### src/rtl/core/assert_macros.svh
// Assertion macros shared by the RTL modules.
`ifndef ASSERT_MACROS_SVH
`define ASSERT_MACROS_SVH

// Clocked assertion, masked while reset is high.
`define ASSERT_CLK(label, clk, rst, prop, msg) \
   label: assert property (@(posedge clk) disable iff (rst) (prop)) else $error(msg);

// Clocked assertion that also holds during reset.
`define ASSERT_ALWAYS(label, clk, prop, msg) \
   label: assert property (@(posedge clk) (prop)) else $error(msg);

`endif

### src/rtl/core/mfs_pkg.sv
// Types, codes and helpers shared by the filename sender modules.
`timescale 1ns / 1ps

package mfs_pkg;

   localparam int NAME_LEN   = 11;
   localparam int NAME_IDX_W = $clog2(NAME_LEN);
   localparam int POS_W      = $clog2(NAME_LEN + 1);

   localparam int QDEPTH = 4;
   localparam int QPTR_W = $clog2(QDEPTH);
   localparam int QCNT_W = $clog2(QDEPTH + 1);

   localparam logic [1:0] KIND_LOAD  = 2'd0;
   localparam logic [1:0] KIND_START = 2'd1;
   localparam logic [1:0] KIND_RX    = 2'd2;
   localparam logic [1:0] KIND_TICK  = 2'd3;

   localparam logic [7:0] BYTE_ACK = 8'h06;
   localparam logic [7:0] BYTE_CAN = 8'h18;
   localparam logic [7:0] BYTE_EOF = 8'h1A;
   localparam logic [7:0] BYTE_BAD = 8'h75;

   localparam logic [2:0] ST_OK          = 3'd0;
   localparam logic [2:0] ST_NO_RESPONSE = 3'd1;
   localparam logic [2:0] ST_ABORTED     = 3'd2;
   localparam logic [2:0] ST_NAME_FAILED = 3'd3;
   localparam logic [2:0] ST_SUM_FAILED  = 3'd4;

   localparam logic [1:0] REG_ACK_WAIT    = 2'd0;
   localparam logic [1:0] REG_CANCEL_WAIT = 2'd1;
   localparam logic [1:0] REG_SUM_WAIT    = 2'd2;

   localparam logic [3:0] ACK_WAIT_RESET    = 4'd3;
   localparam logic [3:0] CANCEL_WAIT_RESET = 4'd2;
   localparam logic [3:0] SUM_WAIT_RESET    = 4'd10;

   typedef struct packed {
      logic [3:0] ack_wait;
      logic [3:0] cancel_wait;
      logic [3:0] sum_wait;
   } mfs_cfg_type;

   typedef struct packed {
      logic       tx_valid;
      logic [7:0] tx_byte;
      logic       finished;
      logic [2:0] status;
      logic       last;
   } mfs_result_type;

   // results produced by one item, oldest in r0
   typedef struct packed {
      logic [1:0]     count;
      mfs_result_type r0;
      mfs_result_type r1;
   } mfs_push_type;

   function automatic mfs_result_type mk_result(input logic tx, input logic [7:0] byte_val,
                                                input logic fin, input logic [2:0] st,
                                                input logic lst);
      mfs_result_type r;
      r.tx_valid = tx;
      r.tx_byte  = tx ? byte_val : 8'd0;
      r.finished = fin;
      r.status   = fin ? st : ST_OK;
      r.last     = lst;
      return r;
   endfunction

endpackage

### src/rtl/core/mfs_fsm.sv
// Handshake sequencer: name store, phase, position, timeout and checksum.
`timescale 1ns / 1ps

module mfs_fsm (
   input  logic                 clock,
   input  logic                 reset,
   input  logic                 item_accept,
   input  logic [1:0]           kind,
   input  logic [7:0]           name_char,
   input  logic [3:0]           name_index,
   input  logic [7:0]           rx_byte,
   input  mfs_pkg::mfs_cfg_type cfg,
   output mfs_pkg::mfs_push_type push
);
   import mfs_pkg::*;

   localparam logic [1:0] PH_IDLE      = 2'd0;
   localparam logic [1:0] PH_WAIT_ACK  = 2'd1;
   localparam logic [1:0] PH_WAIT_CAN2 = 2'd2;
   localparam logic [1:0] PH_WAIT_SUM  = 2'd3;

   logic [7:0]       name_ff [NAME_LEN];
   logic [1:0]       phase_ff, phase_in;
   logic [POS_W-1:0] pos_ff, pos_in;
   logic [3:0]       wt_ff, wt_in;
   logic [7:0]       sum_ff, sum_in;

   logic             name_we;
   logic [POS_W-1:0] pos_inc;
   logic [7:0]       next_char;
   logic [3:0]       wt_inc;
   logic [3:0]       limit;

   assign pos_inc   = pos_ff + POS_W'(1);
   assign next_char = name_ff[pos_inc[NAME_IDX_W-1:0]];
   assign wt_inc    = wt_ff + 4'd1;

   always_comb begin
      case (phase_ff)
         PH_WAIT_ACK:  limit = cfg.ack_wait;
         PH_WAIT_CAN2: limit = cfg.cancel_wait;
         default:      limit = cfg.sum_wait;
      endcase
   end

   always_comb begin
      phase_in   = phase_ff;
      pos_in     = pos_ff;
      wt_in      = wt_ff;
      sum_in     = sum_ff;
      name_we    = 1'b0;
      push.count = 2'd0;
      push.r0    = mk_result(1'b0, 8'd0, 1'b0, ST_OK, 1'b0);
      push.r1    = mk_result(1'b0, 8'd0, 1'b0, ST_OK, 1'b0);
      if (item_accept) begin
         case (kind)
            KIND_LOAD: begin
               name_we = (phase_ff == PH_IDLE) && (name_index < 4'(NAME_LEN));
            end
            KIND_START: begin
               if (phase_ff == PH_IDLE) begin
                  pos_in     = '0;
                  wt_in      = 4'd0;
                  sum_in     = BYTE_EOF + name_ff[0];
                  phase_in   = PH_WAIT_ACK;
                  push.count = 2'd2;
                  push.r0    = mk_result(1'b1, BYTE_ACK, 1'b0, ST_OK, 1'b0);
                  push.r1    = mk_result(1'b1, name_ff[0], 1'b0, ST_OK, 1'b1);
               end
            end
            KIND_TICK: begin
               if (phase_ff != PH_IDLE) begin
                  if (wt_inc >= limit) begin
                     phase_in   = PH_IDLE;
                     wt_in      = 4'd0;
                     push.count = 2'd1;
                     case (phase_ff)
                        PH_WAIT_ACK:
                           push.r0 = mk_result(1'b0, 8'd0, 1'b1, ST_NO_RESPONSE, 1'b1);
                        PH_WAIT_CAN2:
                           push.r0 = mk_result(1'b0, 8'd0, 1'b1, ST_NAME_FAILED, 1'b1);
                        default:
                           push.r0 = mk_result(1'b1, BYTE_BAD, 1'b1, ST_SUM_FAILED, 1'b1);
                     endcase
                  end else begin
                     wt_in = wt_inc;
                  end
               end
            end
            KIND_RX: begin
               case (phase_ff)
                  PH_WAIT_ACK: begin
                     if (rx_byte == BYTE_ACK) begin
                        wt_in      = 4'd0;
                        pos_in     = pos_inc;
                        push.count = 2'd1;
                        if (pos_inc >= POS_W'(NAME_LEN)) begin
                           phase_in = PH_WAIT_SUM;
                           push.r0  = mk_result(1'b1, BYTE_EOF, 1'b0, ST_OK, 1'b1);
                        end else begin
                           sum_in  = sum_ff + next_char;
                           push.r0 = mk_result(1'b1, next_char, 1'b0, ST_OK, 1'b1);
                        end
                     end else if (rx_byte == BYTE_CAN) begin
                        phase_in = PH_WAIT_CAN2;
                        wt_in    = 4'd0;
                     end else begin
                        phase_in   = PH_IDLE;
                        wt_in      = 4'd0;
                        push.count = 2'd1;
                        push.r0    = mk_result(1'b0, 8'd0, 1'b1, ST_NAME_FAILED, 1'b1);
                     end
                  end
                  PH_WAIT_CAN2: begin
                     phase_in   = PH_IDLE;
                     wt_in      = 4'd0;
                     push.count = 2'd1;
                     push.r0    = mk_result(1'b0, 8'd0, 1'b1,
                                            (rx_byte == BYTE_CAN) ? ST_ABORTED
                                                                  : ST_NAME_FAILED, 1'b1);
                  end
                  PH_WAIT_SUM: begin
                     phase_in   = PH_IDLE;
                     wt_in      = 4'd0;
                     push.count = 2'd1;
                     if (rx_byte == sum_ff) begin
                        push.r0 = mk_result(1'b1, BYTE_ACK, 1'b1, ST_OK, 1'b1);
                     end else begin
                        push.r0 = mk_result(1'b1, BYTE_BAD, 1'b1, ST_SUM_FAILED, 1'b1);
                     end
                  end
                  default: begin
                     phase_in = phase_ff;
                  end
               endcase
            end
            default: begin
               phase_in = phase_ff;
            end
         endcase
      end
   end

   always_ff @(posedge clock) begin
      if (reset) begin
         phase_ff <= PH_IDLE;
         pos_ff   <= '0;
         wt_ff    <= 4'd0;
         sum_ff   <= 8'd0;
      end else begin
         phase_ff <= phase_in;
         pos_ff   <= pos_in;
         wt_ff    <= wt_in;
         sum_ff   <= sum_in;
      end
   end

   always_ff @(posedge clock) begin
      if (name_we) begin
         name_ff[name_index[NAME_IDX_W-1:0]] <= name_char;
      end
   end

`include "assert_macros.svh"

   `ASSERT_CLK(a_idle_no_wait, clock, reset,
      (phase_ff == PH_IDLE) |-> (wt_ff == 4'd0), "tick count left over in idle")
   `ASSERT_CLK(a_pos_range, clock, reset,
      pos_ff <= POS_W'(NAME_LEN), "name position past end")
   `ASSERT_CLK(a_idle_holds, clock, reset,
      (phase_ff == PH_IDLE && !(item_accept && kind == KIND_START)) |=> (phase_ff == PH_IDLE),
      "left idle without start")

endmodule

### src/rtl/core/mfs_out_queue.sv
// Small result queue: takes up to two results a cycle, delivers one while out_stall is low.
`timescale 1ns / 1ps

module mfs_out_queue (
   input  logic                   clock,
   input  logic                   reset,
   input  mfs_pkg::mfs_push_type  push,
   output logic                   full,
   output logic                   out_valid,
   input  logic                   out_stall,
   output mfs_pkg::mfs_result_type out_data
);
   import mfs_pkg::*;

   mfs_result_type    entry_ff [QDEPTH];
   logic [QPTR_W-1:0] wr_ff, wr_in;
   logic [QPTR_W-1:0] rd_ff, rd_in;
   logic [QCNT_W-1:0] count_ff, count_in;
   logic              pop;
   logic [QPTR_W-1:0] wr_next;

   assign wr_next   = wr_ff + QPTR_W'(1);
   assign out_valid = (count_ff != '0);
   assign out_data  = entry_ff[rd_ff];
   assign pop       = out_valid && !out_stall;
   assign full      = count_ff > QCNT_W'(QDEPTH - 2);

   assign wr_in    = wr_ff + QPTR_W'(push.count);
   assign rd_in    = rd_ff + QPTR_W'(pop);
   assign count_in = count_ff + QCNT_W'(push.count) - QCNT_W'(pop);

   always_ff @(posedge clock) begin
      if (reset) begin
         wr_ff    <= '0;
         rd_ff    <= '0;
         count_ff <= '0;
      end else begin
         wr_ff    <= wr_in;
         rd_ff    <= rd_in;
         count_ff <= count_in;
      end
   end

   always_ff @(posedge clock) begin
      if (push.count != 2'd0) begin
         entry_ff[wr_ff] <= push.r0;
      end
      if (push.count == 2'd2) begin
         entry_ff[wr_next] <= push.r1;
      end
   end

`include "assert_macros.svh"

   `ASSERT_CLK(a_no_overflow, clock, reset, count_ff <= QCNT_W'(QDEPTH), "result queue overflow")
   `ASSERT_CLK(a_push_room, clock, reset, (push.count != 2'd0) |-> !full, "results pushed while full")

endmodule

### src/rtl/core/modem7_filename_sender_top.sv
// Top level of the MODEM7 batch filename sender with its register port.
`timescale 1ns / 1ps

// MODEM7 batch filename sender. Load the 11 name characters (kind 0) while
// idle, then start (kind 1); feed received bytes (kind 2) and one-second
// ticks (kind 3). Every item is handled in the cycle it is accepted, so one
// item per cycle is taken unless req_stall is high. Results pass through a
// four-entry queue that also parts the two sides; a start yields two results
// in order, and req_stall rises while the queue holds more than two results.
// Name entries are not cleared by reset: load all of them before a start.
// Timeout registers sit at byte addresses 0, 4 and 8.

module modem7_filename_sender_top (
   input  logic        clock,
   input  logic        reset,
   input  logic        req_valid,
   output logic        req_stall,
   input  logic [1:0]  req_kind,
   input  logic [7:0]  req_name_char,
   input  logic [3:0]  req_name_index,
   input  logic [7:0]  req_rx_byte,
   output logic        rsp_valid,
   input  logic        rsp_stall,
   output logic        rsp_tx_valid,
   output logic [7:0]  rsp_tx_byte,
   output logic        rsp_finished,
   output logic [2:0]  rsp_status,
   output logic        rsp_last,
   input  logic        csr_psel,
   input  logic        csr_penable,
   input  logic        csr_pwrite,
   input  logic [3:0]  csr_paddr,
   input  logic [31:0] csr_pwdata,
   output logic [31:0] csr_prdata,
   output logic        csr_pready
);
   import mfs_pkg::*;

   mfs_cfg_type    cfg_ff, cfg_in;
   mfs_push_type   push;
   mfs_result_type out_data;
   logic           q_full;
   logic           accept;
   logic           csr_write;
   logic [1:0]     reg_sel;

   assign csr_pready = 1'b1;
   assign csr_write  = csr_psel && csr_penable && csr_pwrite;
   assign reg_sel    = csr_paddr[3:2];

   always_comb begin
      cfg_in = cfg_ff;
      if (csr_write) begin
         case (reg_sel)
            REG_ACK_WAIT:    cfg_in.ack_wait    = csr_pwdata[3:0];
            REG_CANCEL_WAIT: cfg_in.cancel_wait = csr_pwdata[3:0];
            REG_SUM_WAIT:    cfg_in.sum_wait    = csr_pwdata[3:0];
            default:         cfg_in = cfg_ff;
         endcase
      end
   end

   always_comb begin
      case (reg_sel)
         REG_ACK_WAIT:    csr_prdata = {28'd0, cfg_ff.ack_wait};
         REG_CANCEL_WAIT: csr_prdata = {28'd0, cfg_ff.cancel_wait};
         REG_SUM_WAIT:    csr_prdata = {28'd0, cfg_ff.sum_wait};
         default:         csr_prdata = 32'd0;
      endcase
   end

   always_ff @(posedge clock) begin
      if (reset) begin
         cfg_ff.ack_wait    <= ACK_WAIT_RESET;
         cfg_ff.cancel_wait <= CANCEL_WAIT_RESET;
         cfg_ff.sum_wait    <= SUM_WAIT_RESET;
      end else begin
         cfg_ff <= cfg_in;
      end
   end

   assign req_stall = q_full;
   assign accept    = req_valid && !q_full;

   mfs_fsm u_fsm (
      .clock       (clock),
      .reset       (reset),
      .item_accept (accept),
      .kind        (req_kind),
      .name_char   (req_name_char),
      .name_index  (req_name_index),
      .rx_byte     (req_rx_byte),
      .cfg         (cfg_ff),
      .push        (push)
   );

   mfs_out_queue u_queue (
      .clock     (clock),
      .reset     (reset),
      .push      (push),
      .full      (q_full),
      .out_valid (rsp_valid),
      .out_stall (rsp_stall),
      .out_data  (out_data)
   );

   assign rsp_tx_valid = out_data.tx_valid;
   assign rsp_tx_byte  = out_data.tx_byte;
   assign rsp_finished = out_data.finished;
   assign rsp_status   = out_data.status;
   assign rsp_last     = out_data.last;

endmodule
### config.mk
export PLATFORM = sky130hd
export DESIGN_NAME = modem7_filename_sender_top
export DESIGN_NICKNAME = d
export VERILOG_FILES = /design/src/rtl/core/mfs_pkg.sv /design/src/rtl/core/mfs_fsm.sv /design/src/rtl/core/mfs_out_queue.sv /design/src/rtl/core/modem7_filename_sender_top.sv
export VERILOG_INCLUDE_DIRS = /design/src /design/src/rtl/core
export SDC_FILE = /design/constraint.sdc
export NUM_CORES = 1
export LEC_CHECK = 0
export BUFFER_PORTS_ARGS = -buffer_cell sky130_fd_sc_hd__buf_2
export CORE_ASPECT_RATIO = 1.1
export CORE_MARGIN = 1.5
export CORE_UTILIZATION = 40
export DETAILED_ROUTE_END_ITERATION = 8
export PLACE_DENSITY = 0.64
export SLEW_MARGIN = 20
export SYNTH_ARGS = -nofsm -noshare
export SYNTH_HDL_FRONTEND = slang
export SYNTH_SLANG_ARGS = --single-unit
### constraint.sdc
create_clock -name clock -period 6.7 [get_ports clock]
set_input_delay 0.335 -clock clock [delete_from_list [all_inputs] [get_ports clock]]
set_output_delay 0.335 -clock clock [all_outputs]
set_load 0.005 [all_outputs]
==> results.json, run 1 <==
{
  "ant_nets": 0,
  "pin_count": 114,
  "wl_per_cell_microns": 18.0,
  "root_buffer": "clkbuf_16",
  "dpl_cell_area_sq_mm": 0.00949,
  "synth_xor_area_share_pct": 2.32,
  "outcome": "finished, final reports clean",
  "holdPathStages": 2,
  "drive_gt1_share_pct": 17.5,
  "track_usage_pct": 17.8,
  "grt_pass1_vias": 5804,
  "final_hold_viol_count": 0,
  "avgViaCountPerCell": 5.35,
  "worstPathRequired_ns": 7.06,
  "clk_pin_slew_worst_paths_ns": 0.08,
  "diodes": 0,
  "synthMuxAreaShare_pct": 11.1,
  "min_period_over_period_pct": 67.7,
  "cts_tree": "built",
  "cts_max_level": 4,
  "slew_viol_final": 0,
  "num_vias": 5964,
  "hpwl_microns": 14400,
  "r2r-start": "u_fsm.pos_ff[0]",
  "overflow": 0,
  "hp-start": "csr_pwdata[3]",
  "cts_sinks": 181,
  "critical_path_class": "flop to flop",
  "start_kind": "flop",
  "worstPathMaxFanout": 30,
  "ir_worst_vdd_mv": 0.183,
  "syn-cell-area_sq_mm": 0.00906,
  "grt_pass1_wl_microns": 32000,
  "max_freq_ghz": 0.220,
  "yosysWarnings": 0,
  "synthSimpleGateAreaFrac_pct": 12.7,
  "nets": 897,
  "antenna_found_initial": 0,
  "clock_latency_ns": 0.44,
  "final_area_sq_mm": 0.0101,
  "rrSetupSlack_ns": 2.16,
  "cts_buffers": 17,
  "synth_edf_count": 128,
  "cts.repair.resized": 0,
  "rsz0062_at_grt": "false",
  "portBuffers": 54,
  "routabilityCongestion": 0.827,
  "initial_core_util_pct": 40.8,
  "fp-row-count": 57,
  "tns_ns": 0,
  "relSlewSlack_pct": 31.8,
  "syn_inst": 763,
  "min_period_ns": 4.54,
  "wl_microns": 20000,
  "hold_class": "input pin to flop",
  "postCtsSetupRepairBufs": 0,
  "critPathCaptureType": "flop",
  "synth_top_family_by_area": "simple AND/OR/NAND/NOR gates",
  "grt_start_max_net_pins": 38,
  "leakage_nw": 3.64,
  "synth-main-ff-cell": "edfxtp_1",
  "syn_to_final_growth_pct": 11.6,
  "power.total_mw": 2.61,
  "worst_pin_slew_ns": 1.02,
  "place_ws_ns": 2.15,
  "die_x_microns": 146,
  "ys_seq_area_share_pct": 54.1,
  "cts_hold_buf": 0,
  "reg2reg_depth": 17,
  "syn-mean-instance-area_sq_um": 11.9,
  "crit_arrival_ns": 4.90,
  "whs_endpoint": "cfg_ff[3]",
  "clockBufferDepth": 2,
  "fin_hold_ws_ns": 0.135,
  "ys_async_sr_fraction_pct": 0,
  "die_area_sq_mm": 0.0236,
  "die_h_microns": 161,
  "fin_skew_ns": 0.0145,
  "finalSetupViolCount": 0,
  "power.density_mw_per_mm2": 258,
  "n_fill_cell": 2047,
  "first_pass_iters": 5,
  "fp.coreArea_sq_mm": 0.0222,
  "timing.rr.end": "u_fsm.sum_ff[6]",
  "cap_viol_max_count": 0,
  "fin_ws_ns": 2.16,
  "drc": 0,
  "ys_ff_latch": 181,
  "first_iter_violations": 341,
  "netlist-cell-type-count": 67,
  "synth_compound_area_share_pct": 10.8,
  "synthAdderAreaFrac_pct": 3.76
}
## where the power goes
group	switching [mW]	internal, mW	leakage [nW]
Sequential	0.0506	1.22	1.63
Clock	0.500	0.513	0.297
Combinational	0.167	0.157	1.71
Total	0.718	1.89	3.64
## cells in the final DEF, fill, tap and decap left out, types with 6 or more instances in the layout
| cell type | count |
|---|---|
| a21oi_1 | 34 |
| a22o_1 | 23 |
| a22oi_1 | 7 |
| buf_2 | 54 |
| buf_4 | 10 |
| clkbuf_16 | 17 |
| conb_1 | 29 |
| dfxtp_1 | 52 |
| edfxtp_1 | 128 |
| ha_1 | 24 |
| inv_1 | 22 |
| inv_8 | 6 |
| mux2_2 | 9 |
| mux2i_1 | 25 |
| mux4_2 | 29 |
| nand2_1 | 60 |
| nand2b_1 | 7 |
| nand3_1 | 22 |
| nor2_1 | 76 |
| nor2b_1 | 24 |
| nor3_1 | 15 |
| o21ai_0 | 23 |
| o21ai_1 | 6 |
| xnor2_1 | 17 |
| xor2_1 | 7 |
## logic make-up after synthesis
family / count (synthesis)
buffers and inverters: 89
other: 2
and+or+nand+nor: 238
muxes: 63
DFF: 181
xor gates and xnor gates: 24
adders and majority gates: 26
AOI/OAI and AO/OA: 140
## synth_stat cells, drive strengths merged (7+ instances only)
library cell | instances | share of area (%)
edfxtp | 128 | 42
nor2 | 76 | 3.1
nand2 | 61 | 2.6
dfxtp | 53 | 12
buf | 41 | 3.1
a21oi | 34 | 1.9
mux4 | 29 | 7.2
o21ai | 29 | 1.6
clkbuf | 26 | 1.1
mux2i | 25 | 2.8
ha | 24 | 3.3
nor2b | 24 | 1.7
a22o | 23 | 2.2
inv | 22 | 0.91
nand3 | 22 | 1.2
xnor2 | 17 | 1.6
nor3 | 15 | 0.83
mux2 | 9 | 1.1
a22oi | 7 | 0.58
nand2b | 7 | 0.48
xor2 | 7 | 0.68
## critical path, cell delays in order, from the launching register on
cell and delay, ns:
dfxtp_1 0.31, buf_4 0.41, inv_1 0.13, ha_1 0.47, buf_4 0.40, mux4_2 0.39
mux2_2 0.28, mux2_2 0.30, ha_1 0.21, inv_1 0.07, fa_1 0.18, nor2b_1 0.06
o21ai_0 0.23, a21boi_0 0.16, o21ai_0 0.25, mux2i_1 0.11, a311o_1 0.28, a211oi_1 0.21
## metal layers
layer  track usage, %  vias to the layer above  wire length [microns]
met4             4.82                        0                    236
met5                0                        -                      0
met1             24.2                     2902                   8890
met2             29.2                      166                   9860
li1                 -                     2878                      -
met3             3.38                       18                   1040
## cell type report
cell class | count | area [sq um] | area share (%)
Clock buffer | 17 | 425 | 4.21
Tap cell | 295 | 369 | 3.65
Multi-Input combinational cell | 520 | 3790 | 37.5
Sequential cell | 181 | 4910 | 48.5
Timing Repair Buffer | 64 | 345 | 3.42
Inverter | 22 | 82.6 | 0.817
Clock inverter | 15 | 190 | 1.88
## worst max-delay path by stage
stage,start,to,slack (ns),cells after the start
final,u_fsm.pos_ff[0],u_fsm.sum_ff[6],2.16,17
after global routing,u_fsm.pos_ff[0],u_fsm.sum_ff[6],1.79,17
after CTS,u_fsm.pos_ff[0],u_fsm.sum_ff[6],2.13,17
after detailed placement,u_fsm.pos_ff[0],u_fsm.sum_ff[6],2.15,17
after global placement,u_fsm.pos_ff[0],u_fsm.sum_ff[6],2.21,17
after floorplan,u_fsm.pos_ff[0],u_fsm.sum_ff[7],2.51,18
## metrics by stage
stage | util, % | instances
2_1_floorplan | - | 790
3_3_place_gp | 42.8 | 1082
3_5_place_dp | 42.8 | 1082
4_1_cts | 45.6 | 1114
5_1_grt | 45.6 | 1114
6_report | 45.6 | 1114
## state kept, by name (all words and copies together), names as in the netlist
| register | cells |
|---|---|
| u_fsm.name_ff | 88 |
| u_queue.entry_ff | 56 |
| cfg_ff | 12 |
| u_fsm.sum_ff | 8 |
| u_fsm.pos_ff | 4 |
| u_fsm.wt_ff | 4 |
| u_queue.count_ff | 3 |
| u_fsm.phase_ff | 2 |
| u_queue.rd_ff | 2 |
| u_queue.wr_ff | 2 |
Power figures use the tool's default switching activity.
==> run 2, diff against run 1 <==
==> constraint.sdc (replaced) <==
create_clock -name clock -period 4.7 [get_ports clock]
set_input_delay 0.235 -clock clock [delete_from_list [all_inputs] [get_ports clock]]
set_output_delay 0.235 -clock clock [all_outputs]
set_load 0.005 [all_outputs]
==> run 2 against run 1 <==
  * Combinational power is 41% higher
  * Non-clock buffer count stayed put
  * Global-route usage is 0.65 points lower
  * Setup slack worse by 1.5 ns
  * Power is 41% higher
  * Routed wire length is 1.5% lower
  * Cell area hardly changed
  * Worst hold slack worse by 0.097 ns
  * Largest cell class unchanged
==> results.json, run 2 (synthesis results as in run 1) <==
{
  "power.density_mw_per_mm2": 364,
  "min_period_ns": 4.04,
  "outcome": "finished, final reports clean",
  "holdPathStages": 2,
  "first_pass_iters": 5,
  "start_kind": "flop",
  "ant_nets": 0,
  "initial_core_util_pct": 40.8,
  "n_fill_cell": 2016,
  "wl_per_cell_microns": 17.7,
  "worstPathRequired_ns": 4.78,
  "largest_reg_flops": 88,
  "clock_latency_ns": 0.44,
  "max_freq_ghz": 0.248,
  "grt_start_max_net_pins": 38,
  "nets": 897,
  "hold_class": "input pin to flop",
  "min_period_over_period_pct": 85.9,
  "first_iter_violations": 334,
  "die_area_sq_mm": 0.0236,
  "critical_path_class": "flop to flop",
  "cts_buffers": 17,
  "hp-start": "csr_pwdata[3]",
  "fin_hold_ws_ns": 0.0382,
  "drc": 0,
  "power.total_mw": 3.68,
  "hpwl_microns": 14200,
  "grt_pass1_wl_microns": 30900,
  "clockBufferDepth": 2,
  "clk_pin_slew_worst_paths_ns": 0.08,
  "routabilityCongestion": 0.817,
  "portBuffers": 54,
  "avgViaCountPerCell": 5.36,
  "reg2reg_depth": 12,
  "pin_count": 114,
  "ir_worst_vdd_mv": 0.237,
  "relSlewSlack_pct": 24.8,
  "worstPathMaxFanout": 11,
  "die_x_microns": 146,
  "worst_pin_slew_ns": 1.12,
  "cts.repair.resized": 0,
  "drive_gt1_share_pct": 17.3,
  "cts_hold_buf": 0,
  "fin_skew_ns": 0.0152,
  "multi_input_area_sq_mm": 0.00379,
  "tns_ns": 0,
  "layout_commonest_cell": "edfxtp_1",
  "syn_to_final_growth_pct": 11.5,
  "timing.rr.end": "u_queue.entry_ff[0][8]",
  "cts_sinks": 181,
  "num_vias": 5971,
  "slew_viol_final": 0,
  "critPathCaptureType": "flop",
  "wl_microns": 19700,
  "diodes": 0,
  "antenna_found_initial": 0,
  "leakage_nw": 3.64,
  "seqCellArea_sq_mm": 0.00491,
  "final_hold_viol_count": 0,
  "grt_pass1_vias": 5638,
  "fp.coreArea_sq_mm": 0.0222,
  "final_cell_mix": "edfxtp_1, nor2_1, nand2_1",
  "root_buffer": "clkbuf_16",
  "track_usage_pct": 17.1,
  "overflow": 0,
  "whs_endpoint": "cfg_ff[3]",
  "die_h_microns": 161,
  "fp-row-count": 57,
  "postCtsSetupRepairBufs": 0,
  "r2r-start": "u_fsm.phase_ff[0]",
  "rrSetupSlack_ns": 0.66,
  "cap_viol_max_count": 0,
  "crit_arrival_ns": 4.11,
  "rsz0062_at_grt": "false",
  "finalSetupViolCount": 0,
  "cts_tree": "built",
  "cts_max_level": 4
}
[run 2: cell count changes in the layout (fill, tap and decap cells not counted), sizes merged]
cell and delta:
clkinv +1, clkinvlp -1
[run 2: power by group]
group	switching, mW	leakage, nW	internal (mW)	total, mW
clock network	0.687	0.291	0.720	1.41
logic	0.235	1.72	0.223	0.457
registers	0.0731	1.63	1.74	1.82
total	0.995	3.64	2.69	3.68
[run 2: layout make-up]
class	instances	area share, %
Sequential cell	181	48.6
Multi-Input combinational cell	520	37.5
Clock buffer	17	4.21
Tap cell	295	3.65
Timing Repair Buffer	64	3.54
Clock inverter	15	1.70
Inverter	22	0.818
[run 2: worst max-delay path by stage]
stage                            startpoint                endpoint  slack (ns)  cells after the start
after floorplan             u_fsm.pos_ff[0]         u_fsm.sum_ff[7]        0.51                     18
after global placement    u_fsm.phase_ff[0]  u_queue.entry_ff[0][9]        0.77                     12
after detailed placement  u_fsm.phase_ff[0]  u_queue.entry_ff[0][9]        0.67                     12
after CTS                 u_fsm.phase_ff[0]  u_queue.entry_ff[0][8]        0.65                     12
after global routing      u_fsm.phase_ff[0]  u_queue.entry_ff[0][8]        0.33                     12
final                     u_fsm.phase_ff[0]  u_queue.entry_ff[0][8]        0.66                     12
[run 2: worst max-delay path: stages, from the launching register on]
cell and delay (ns):
dfxtp_1 0.42, inv_1 0.11, ha_1 0.40, inv_1 0.14, nor2_1 0.12, a21oi_1 0.05, ha_1 0.29, nand2_1 0.07
o21a_1 0.25, o21a_1 0.27, o21ai_1 0.80, nor2_1 0.32, inv_1 0.44
[run 2: routing by layer]
metal	part of all wire (%)	up-vias	global-route usage [%]	wire, microns
li1	-	2875	-	-
met1	45	2919	23.1	8890
met2	49	157	28.5	9690
met3	4.4	20	3.13	877
met4	1.3	0	4.59	266
met5	0	-	0	0
[run 2: metrics by stage]
step / instance area, sq um / cells / setup WS, ns / util [%]
floorplan: 9160 / 790 / 0.507 / -
global placement: 9500 / 1082 / 0.766 / 42.8
detailed placement: 9500 / 1082 / 0.674 / 42.8
CTS: 10100 / 1114 / 0.655 / 45.5
global route: 10100 / 1114 / 0.332 / 45.5
finish: 10100 / 1114 / 0.662 / 45.5
